--- src/hdl/spq_pkg.sv ---
// shared types and constants for the sorted priority queue
// no dependencies; used by every module of the block

package spq_pkg;

  localparam int unsigned DEPTH   = 16;
  localparam int unsigned CNT_W   = $clog2(DEPTH + 1);
  localparam int unsigned VALUE_W = 32;
  localparam int unsigned PRIO_W  = 16;
  localparam int unsigned OCC_W   = 5;

  localparam logic OP_ENQ = 1'b0;
  localparam logic OP_DEQ = 1'b1;

  typedef enum logic [1:0] {
    ST_INSERTED = 2'd0,
    ST_REMOVED  = 2'd1,
    ST_EMPTY    = 2'd2,
    ST_FULL     = 2'd3
  } status_e;

  // controller to datapath
  typedef struct packed {
    logic    load;
    logic    insert;
    logic    remove;
    status_e status;
  } cmd_t;

  // datapath to controller
  typedef struct packed {
    logic full;
    logic empty;
  } stat_t;

endpackage

--- src/hdl/spq_datapath.sv ---
// sorted shift-register cells, entry count and output register
// depends on spq_pkg

module spq_datapath (
  input  logic                                  clk_i,
  input  logic                                  rst_ni,
  input  spq_pkg::cmd_t                         cmd_i,
  input  logic signed [spq_pkg::VALUE_W-1:0]    value_i,
  input  logic signed [spq_pkg::PRIO_W-1:0]     prio_i,
  output spq_pkg::stat_t                        stat_o,
  output logic [1:0]                            status_o,
  output logic signed [spq_pkg::VALUE_W-1:0]    out_value_o,
  output logic signed [spq_pkg::PRIO_W-1:0]     out_prio_o,
  output logic [spq_pkg::OCC_W-1:0]             occupancy_o
);

  logic signed [spq_pkg::VALUE_W-1:0] val_q [spq_pkg::DEPTH];
  logic signed [spq_pkg::VALUE_W-1:0] val_d [spq_pkg::DEPTH];
  logic signed [spq_pkg::PRIO_W-1:0]  pri_q [spq_pkg::DEPTH];
  logic signed [spq_pkg::PRIO_W-1:0]  pri_d [spq_pkg::DEPTH];
  logic [spq_pkg::CNT_W-1:0]          count_q, count_d;
  logic [spq_pkg::DEPTH-1:0]          keep;
  logic [spq_pkg::CNT_W+spq_pkg::OCC_W-1:0] occ_wide;

  logic [1:0]                         status_q;
  logic signed [spq_pkg::VALUE_W-1:0] oval_q, oval_d;
  logic signed [spq_pkg::PRIO_W-1:0]  opri_q, opri_d;
  logic [spq_pkg::OCC_W-1:0]          occ_q;

  assign stat_o.full  = (count_q == spq_pkg::CNT_W'(spq_pkg::DEPTH));
  assign stat_o.empty = (count_q == '0);

  // held cells that stay ahead of a new entry (prefix, since cells are sorted)
  always_comb begin
    for (int i = 0; i < spq_pkg::DEPTH; i++) begin
      keep[i] = (spq_pkg::CNT_W'(i) < count_q) && (pri_q[i] <= prio_i);
    end
  end

  always_comb begin
    for (int i = 0; i < spq_pkg::DEPTH; i++) begin
      val_d[i] = val_q[i];
      pri_d[i] = pri_q[i];
      if (cmd_i.insert) begin
        if (!keep[i]) begin
          if (i == 0) begin
            val_d[i] = value_i;
            pri_d[i] = prio_i;
          end else if (keep[i-1]) begin
            val_d[i] = value_i;
            pri_d[i] = prio_i;
          end else begin
            val_d[i] = val_q[i-1];
            pri_d[i] = pri_q[i-1];
          end
        end
      end else if (cmd_i.remove) begin
        if (i < spq_pkg::DEPTH - 1) begin
          val_d[i] = val_q[i+1];
          pri_d[i] = pri_q[i+1];
        end
      end
    end
  end

  always_comb begin
    count_d = count_q;
    oval_d  = '0;
    opri_d  = '0;
    if (cmd_i.insert) begin
      count_d = count_q + 1'b1;
    end else if (cmd_i.remove) begin
      count_d = count_q - 1'b1;
      oval_d  = val_q[0];
      opri_d  = pri_q[0];
    end
  end

  assign occ_wide = {{spq_pkg::OCC_W{1'b0}}, count_d};

  always_ff @(posedge clk_i or negedge rst_ni) begin
    if (!rst_ni) begin
      count_q <= '0;
    end else begin
      count_q <= count_d;
    end
  end

  always_ff @(posedge clk_i) begin
    for (int i = 0; i < spq_pkg::DEPTH; i++) begin
      val_q[i] <= val_d[i];
      pri_q[i] <= pri_d[i];
    end
  end

  always_ff @(posedge clk_i) begin
    if (cmd_i.load) begin
      status_q <= cmd_i.status;
      oval_q   <= oval_d;
      opri_q   <= opri_d;
      occ_q    <= occ_wide[spq_pkg::OCC_W-1:0];
    end
  end

  assign status_o    = status_q;
  assign out_value_o = oval_q;
  assign out_prio_o  = opri_q;
  assign occupancy_o = occ_q;

endmodule

--- src/hdl/spq_ctrl.sv ---
// handshake controller: output slot state machine and datapath commands
// depends on spq_pkg

module spq_ctrl (
  input  logic           clk_i,
  input  logic           rst_ni,
  input  logic           in_valid_i,
  output logic           in_ready_o,
  input  logic           op_i,
  output logic           out_valid_o,
  input  logic           out_ready_i,
  input  spq_pkg::stat_t stat_i,
  output spq_pkg::cmd_t  cmd_o
);

  localparam logic S_IDLE = 1'b0;
  localparam logic S_HOLD = 1'b1;

  logic state_q, state_d;
  logic accept;

  assign in_ready_o  = (state_q == S_IDLE) || out_ready_i;
  assign accept      = in_valid_i && in_ready_o;
  assign out_valid_o = (state_q == S_HOLD);

  always_comb begin
    state_d = state_q;
    case (state_q)
      S_IDLE: begin
        if (accept) state_d = S_HOLD;
      end
      S_HOLD: begin
        if (out_ready_i && !accept) state_d = S_IDLE;
      end
      default: state_d = S_IDLE;
    endcase
  end

  always_comb begin
    cmd_o.load   = accept;
    cmd_o.insert = 1'b0;
    cmd_o.remove = 1'b0;
    if (op_i == spq_pkg::OP_ENQ) begin
      if (stat_i.full) begin
        cmd_o.status = spq_pkg::ST_FULL;
      end else begin
        cmd_o.status = spq_pkg::ST_INSERTED;
        cmd_o.insert = accept;
      end
    end else begin
      if (stat_i.empty) begin
        cmd_o.status = spq_pkg::ST_EMPTY;
      end else begin
        cmd_o.status = spq_pkg::ST_REMOVED;
        cmd_o.remove = accept;
      end
    end
  end

  always_ff @(posedge clk_i or negedge rst_ni) begin
    if (!rst_ni) begin
      state_q <= S_IDLE;
    end else begin
      state_q <= state_d;
    end
  end

endmodule

--- src/hdl/sorted_priority_queue_top.sv ---
// the result of an item is registered and shown in the cycle after it is accepted
// throughput: one item per cycle while results are taken; the cell compare and shift settle in that cycle
// a result waiting in the output register does not block the next item if taken
// reset: asynchronous, active low; empties the queue and clears the output slot
// entry cells hold no reset value, cells beyond the count are never read
// depends on spq_pkg, spq_ctrl and spq_datapath

module sorted_priority_queue_top (
  input  logic                               clk_i,
  input  logic                               rst_ni,
  // item input channel
  input  logic                               in_valid_i,
  output logic                               in_ready_o,
  input  logic                               op_i,
  input  logic signed [spq_pkg::VALUE_W-1:0] value_i,
  input  logic signed [spq_pkg::PRIO_W-1:0]  prio_i,
  // result channel
  output logic                               out_valid_o,
  input  logic                               out_ready_i,
  output logic [1:0]                         status_o,
  output logic signed [spq_pkg::VALUE_W-1:0] out_value_o,
  output logic signed [spq_pkg::PRIO_W-1:0]  out_prio_o,
  output logic [spq_pkg::OCC_W-1:0]          occupancy_o
);

  // command bundle: load output slot, shift cells for insert or remove, status code
  spq_pkg::cmd_t  cmd;
  // full / empty flags from the entry count
  spq_pkg::stat_t stat;

  // controller owns the handshake and decides what each accepted item does
  spq_ctrl u_ctrl (
    .clk_i       (clk_i),
    .rst_ni      (rst_ni),
    .in_valid_i  (in_valid_i),
    .in_ready_o  (in_ready_o),
    .op_i        (op_i),
    .out_valid_o (out_valid_o),
    .out_ready_i (out_ready_i),
    .stat_i      (stat),
    .cmd_o       (cmd)
  );

  // datapath: sorted cells, each compares its priority with the new one in parallel;
  // equal priorities stay ahead so ties leave in arrival order
  spq_datapath u_dp (
    .clk_i       (clk_i),
    .rst_ni      (rst_ni),
    .cmd_i       (cmd),
    .value_i     (value_i),
    .prio_i      (prio_i),
    .stat_o      (stat),
    .status_o    (status_o),
    .out_value_o (out_value_o),
    .out_prio_o  (out_prio_o),
    .occupancy_o (occupancy_o)
  );

endmodule

--- config.mk ---
export PLATFORM = sky130hd
export DESIGN_NAME = sorted_priority_queue_top
export DESIGN_NICKNAME = d
export VERILOG_FILES = /design/src/hdl/spq_pkg.sv /design/src/hdl/spq_datapath.sv /design/src/hdl/spq_ctrl.sv /design/src/hdl/sorted_priority_queue_top.sv
export SDC_FILE = /design/constraint.sdc
export NUM_CORES = 2
export LEC_CHECK = 0
export ABC_AREA = 1
export BUFFER_PORTS_ARGS = -buffer_cell sky130_fd_sc_hd__clkbuf_2
export CAP_MARGIN = 40
export CELL_PAD_IN_SITES_DETAIL_PLACEMENT = 1
export CELL_PAD_IN_SITES_GLOBAL_PLACEMENT = 2
export CORE_MARGIN = 4
export CORE_UTILIZATION = 38
export CTS_CLUSTER_SIZE = 16
export DETAILED_ROUTE_END_ITERATION = 7
export PLACE_DENSITY_LB_ADDON = 0.3
export SYNTH_ARGS = -nofsm -noshare
export SYNTH_HDL_FRONTEND = slang
export SYNTH_SLANG_ARGS = --single-unit
--- constraint.sdc ---
create_clock -name clk_i -period 7.2 [get_ports clk_i]
set_input_delay 1.8 -clock clk_i [delete_from_list [all_inputs] [get_ports clk_i]]
set_output_delay 1.8 -clock clk_i [all_outputs]
set_load 0.02 [all_outputs]
==> reports/summary.json <==
{
  "cts_made_buffers": {"value": 102},
  "power_density_of_the_placed_cells": {"value": 323.2, "unit": "nW/µm²"},
  "antenna_violation_net_count_after_detailed_routing": {"value": 0},
  "initialDrtViolationCount": {"value": 3295},
  "floorplan.die.height": {"value": 370.6, "unit": "µm"},
  "final-instance-count-excl-fill": {"value": 8351},
  "synth.ff_latch_count": {"value": 829},
  "clk-insertion-delay-late": {"value": 0.73, "unit": "ns"},
  "post_synth_fa_ha_maj_area_fraction": {"value": 0.06486},
  "synthesized_area_fraction_occupied_by_ao_oa_aoi_and_oai_cells": {"value": 0.02291},
  "overflow": {"value": 0},
  "cp.arrival": {"value": 5.36, "unit": "ns"},
  "finalHoldViolCount": {"value": 0},
  "drv_slew": {"value": 0},
  "timing.clock.skew": {"value": 0.03016, "unit": "ns"},
  "number_of_enable_flip_flop_cells_after_synthesis": {"value": 823},
  "grt_max_degree": {"value": 158},
  "area_growth_syn_to_fin": {"value": 11.79, "unit": "%"},
  "initial_core_util": {"value": 0.3844},
  "dp.final_hpwl": {"value": 125400, "unit": "µm"},
  "postPlaceCellArea": {"value": 52560, "unit": "µm²"},
  "hold_path.class": {"value": "register to register"},
  "post_synth_instance_area": {"value": 49960, "unit": "µm²"},
  "clk_pin_slew_worst_paths": {"value": 0.06, "unit": "ns"},
  "post_route_clock_period_utilization": {"value": 0.6784},
  "worst-setup-path-type": {"value": "input port to register"},
  "cts_sinks": {"value": 829},
  "largest_fanout_on_the_critical_path": {"value": 34},
  "synth_simple_gate_area_share": {"value": 0.3194},
  "max_cap_viol_count": {"value": 0},
  "post-place-ws": {"value": 1.566, "unit": "ns"},
  "root_buffer_selected_by_cts": {"value": "sky130_fd_sc_hd__clkbuf_16"},
  "synth_fp_nets": {"value": 6818},
  "drt-wirelength-per-cell": {"value": 23.39, "unit": "µm"},
  "die_width": {"value": 370.6, "unit": "µm"},
  "synth-seq-area-share": {"value": 0.4976},
  "buffer_ports.inserted": {"value": 109},
  "finalSetupViolations": {"value": 0},
  "cts_max_level": {"value": 3},
  "post_cts.resized_instances": {"value": 0},
  "gr-usage-all-layers": {"value": 0.2818},
  "required_time_worst_endpoint": {"value": 7.68, "unit": "ns"},
  "via_count_of_the_first_global_routing_pass": {"value": 44610},
  "final_tns_setup": {"value": 0, "unit": "ns"},
  "synth-xor-area-share": {"value": 0.0007012},
  "p_leak": {"value": 31.52, "unit": "nW"},
  "yosys-mux-area-fraction": {"value": 0},
  "synth_top_family_by_area": {"value": "simple AND/OR/NAND/NOR gates"},
  "critPathCaptureType": {"value": "register"},
  "per_cell_via_count_in_the_routed_design": {"value": 5.131},
  "clk_path_buf_depth": {"value": 3},
  "gate_count_post_synth": {"value": 6506},
  "rrSetupSlack": {"value": 3.44, "unit": "ns"},
  "dr_total_vias": {"value": 42850},
  "timing.fmax": {"value": 0.2047, "unit": "GHz"},
  "cts_hold_fix_bufs": {"value": 0},
  "layout_min_cycle_time": {"value": 4.884, "unit": "ns"},
  "hold_ws": {"value": 0.5226, "unit": "ns"},
  "grt_pass1_wl": {"value": 289100, "unit": "µm"},
  "number_of_inserted_diodes": {"value": 0},
  "antenna_found_initial": {"value": 1},
  "tritoncts": {"value": "yes"},
  "numPlacedInstances": {"value": 8166},
  "placeableCoreArea": {"value": 130000, "unit": "µm²"},
  "postCtsSetupBuffers": {"value": 0},
  "io_pins": {"value": 110},
  "utilization": {"value": 0.4297},
  "ys_types": {"value": 35},
  "synthArstFlopShare": {"value": 0.007238},
  "post_route_cells_drive_above_1_share": {"value": 0.06900},
  "fin_total_pwr": {"value": 18.05, "unit": "mW"},
  "yosys_warnings": {"value": 0},
  "worst_slew_pin_tran": {"value": 0.9583, "unit": "ns"},
  "detailedRoute.firstPassIterationCount": {"value": 5},
  "ys.flop_type": {"value": "sky130_fd_sc_hd__edfxtp_1"},
  "gp_congestion": {"value": 0.8838},
  "syn_area_per_cell": {"value": 7.680, "unit": "µm²"},
  "layout_setup_ws": {"value": 2.316, "unit": "ns"},
  "layout.cell_area.non_filler": {"value": 55850, "unit": "µm²"},
  "fp.dieArea": {"value": 137300, "unit": "µm²"},
  "fin_nets": {"value": 6840},
  "rsz0062_at_grt": {"value": "no"},
  "slew_headroom": {"value": 0.3605},
  "drc_errors": {"value": 0},
  "worst_setup_path_start_kind": {"value": "input port"},
  "outcome": {"value": "finished clean"},
  "power.ir.vdd_worst": {"value": 0.2064, "unit": "mV"},
  "routed_wl": {"value": 195300, "unit": "µm"},
  "rows": {"value": 132}
}
[final timing paths]
path,startpoint,to,depth (start not counted)
worst max-delay path,prio_i[7],u_dp.val_q[0][150]$_DFFE_PP_,18
min in group asynchronous,rst_ni,u_ctrl.out_valid_o$_DFF_PN0_,1
worst min register to register,u_dp.val_q[1][246]$_DFFE_PP_,u_dp.val_q[1][214]$_DFFE_PP_,2
worst max register to register,u_dp.count_q[1]$_DFF_PN0_,u_dp.pri_q[1][102]$_DFFE_PP_,11
worst min-delay path,u_dp.val_q[1][246]$_DFFE_PP_,u_dp.val_q[1][214]$_DFFE_PP_,2
max in group asynchronous,rst_ni,u_dp.count_q[1]$_DFF_PN0_,1
[layer usage]
layer	up-vias	share of wire	GRT usage	wire, µm
met5	-	0	0	0
met4	0	0.048	0.1196	9395
met3	320	0.046	0.03201	9070
met2	1101	0.47	0.4708	91350
met1	21360	0.44	0.3710	85530
li1	20070	-	-	-
[critical path: stages]
cell	delay (ns)
sky130_fd_sc_hd__clkbuf_2	0.12
sky130_fd_sc_hd__inv_1	0.44
sky130_fd_sc_hd__buf_4	0.27
sky130_fd_sc_hd__ha_1	0.17
sky130_fd_sc_hd__nand2_1	0.09
sky130_fd_sc_hd__nor2_1	0.45
sky130_fd_sc_hd__nand2_1	0.11
sky130_fd_sc_hd__nand2_1	0.19
sky130_fd_sc_hd__nand2_1	0.11
sky130_fd_sc_hd__nand2_1	0.07
sky130_fd_sc_hd__nand2_1	0.05
sky130_fd_sc_hd__nand3_1	0.07
sky130_fd_sc_hd__nand2_2	0.07
sky130_fd_sc_hd__nand2_2	0.38
sky130_fd_sc_hd__buf_4	0.63
sky130_fd_sc_hd__nand2_1	0.14
sky130_fd_sc_hd__nand2_1	0.10
sky130_fd_sc_hd__nand2_1	0.05
[cell usage after synthesis (2+ instances only)]
| master | count | share of area |
|---|---|---|
| sky130_fd_sc_hd__nand2_1 | 3786 | 0.28 |
| sky130_fd_sc_hd__edfxtp_1 | 823 | 0.49 |
| sky130_fd_sc_hd__inv_1 | 801 | 0.060 |
| sky130_fd_sc_hd__ha_1 | 259 | 0.065 |
| sky130_fd_sc_hd__nor2_1 | 128 | 0.0096 |
| sky130_fd_sc_hd__buf_2 | 97 | 0.0097 |
| sky130_fd_sc_hd__nand3_1 | 95 | 0.0095 |
| sky130_fd_sc_hd__a21oi_1 | 94 | 0.0094 |
| sky130_fd_sc_hd__clkbuf_1 | 92 | 0.0069 |
| sky130_fd_sc_hd__o21ai_0 | 82 | 0.0082 |
| sky130_fd_sc_hd__buf_4 | 71 | 0.011 |
| sky130_fd_sc_hd__nand2_4 | 46 | 0.010 |
| sky130_fd_sc_hd__buf_6 | 18 | 0.0041 |
| sky130_fd_sc_hd__a21o_1 | 17 | 0.0026 |
| sky130_fd_sc_hd__nand4_1 | 15 | 0.0019 |
| sky130_fd_sc_hd__buf_1 | 12 | 0.00090 |
| sky130_fd_sc_hd__nand2_2 | 12 | 0.0015 |
| sky130_fd_sc_hd__nor3_1 | 12 | 0.0012 |
| sky130_fd_sc_hd__o21ai_1 | 12 | 0.0012 |
| sky130_fd_sc_hd__dfrtp_1 | 6 | 0.0030 |
| sky130_fd_sc_hd__buf_12 | 4 | 0.0016 |
| sky130_fd_sc_hd__inv_2 | 4 | 0.00030 |
| sky130_fd_sc_hd__xor2_1 | 4 | 0.00070 |
| sky130_fd_sc_hd__a31oi_1 | 3 | 0.00038 |
| sky130_fd_sc_hd__o21a_1 | 2 | 0.00030 |
| sky130_fd_sc_hd__o21bai_1 | 2 | 0.00030 |
[sequential cells by signal, indices dropped and copies added, names as in the netlist]
signal and cells:
u_ctrl.out_valid_o 1, u_dp.val_q 512, u_dp.count_q 5, u_dp.out_prio_o 16, u_dp.status_o 2, u_dp.out_value_o 32, u_dp.pri_q 256, u_dp.occupancy_o 5
[logic make-up (layout without fill, tap and decap cells)]
kind of cell / count (synthesis) / after routing
AOI/OAI and AO/OA: 215 / 215
xor gates and xnor gates: 4 / 4
adders and majority gates: 259 / 259
buffers and inverters: 1100 / 1203
DFF: 829 / 829
and+or+nand+nor: 4099 / 4099
[cell usage in the layout (no fill, tap or decap), types with 10 or more instances in the layout]
master	count
sky130_fd_sc_hd__clkbuf_2	109
sky130_fd_sc_hd__o21ai_0	82
sky130_fd_sc_hd__a21oi_1	93
sky130_fd_sc_hd__nand2_1	3752
sky130_fd_sc_hd__nor3_1	12
sky130_fd_sc_hd__clkinv_2	16
sky130_fd_sc_hd__clkbuf_16	103
sky130_fd_sc_hd__inv_1	801
sky130_fd_sc_hd__buf_12	17
sky130_fd_sc_hd__nand2_4	61
sky130_fd_sc_hd__buf_16	19
sky130_fd_sc_hd__nand2_2	31
sky130_fd_sc_hd__nand3_1	94
sky130_fd_sc_hd__edfxtp_1	823
sky130_fd_sc_hd__clkbuf_1	22
sky130_fd_sc_hd__o21ai_1	12
sky130_fd_sc_hd__clkinv_1	22
sky130_fd_sc_hd__a21o_1	17
sky130_fd_sc_hd__bufinv_16	10
sky130_fd_sc_hd__ha_1	259
sky130_fd_sc_hd__nor2_1	128
sky130_fd_sc_hd__nand4_1	15
sky130_fd_sc_hd__buf_4	65
[layout make-up]
| type | count | area (µm²) |
|---|---|---|
| Clock buffer | 129 | 2715 |
| Clock inverter | 56 | 575.6 |
| Fill cell | 15840 | 74130 |
| Inverter | 805 | 3033 |
| Multi-Input combinational cell | 4577 | 20570 |
| Sequential cell | 829 | 24860 |
| Tap cell | 1742 | 2180 |
| Timing Repair Buffer | 213 | 1912 |
[report_power, final]
part | leakage, nW | switching [mW] | internal, mW
combinational | 22.1 | 4.22 | 1.54
clock | 1.61 | 2.25 | 3.02
sequential | 7.85 | 0.540 | 6.49
Power figures use the tool's default switching activity.
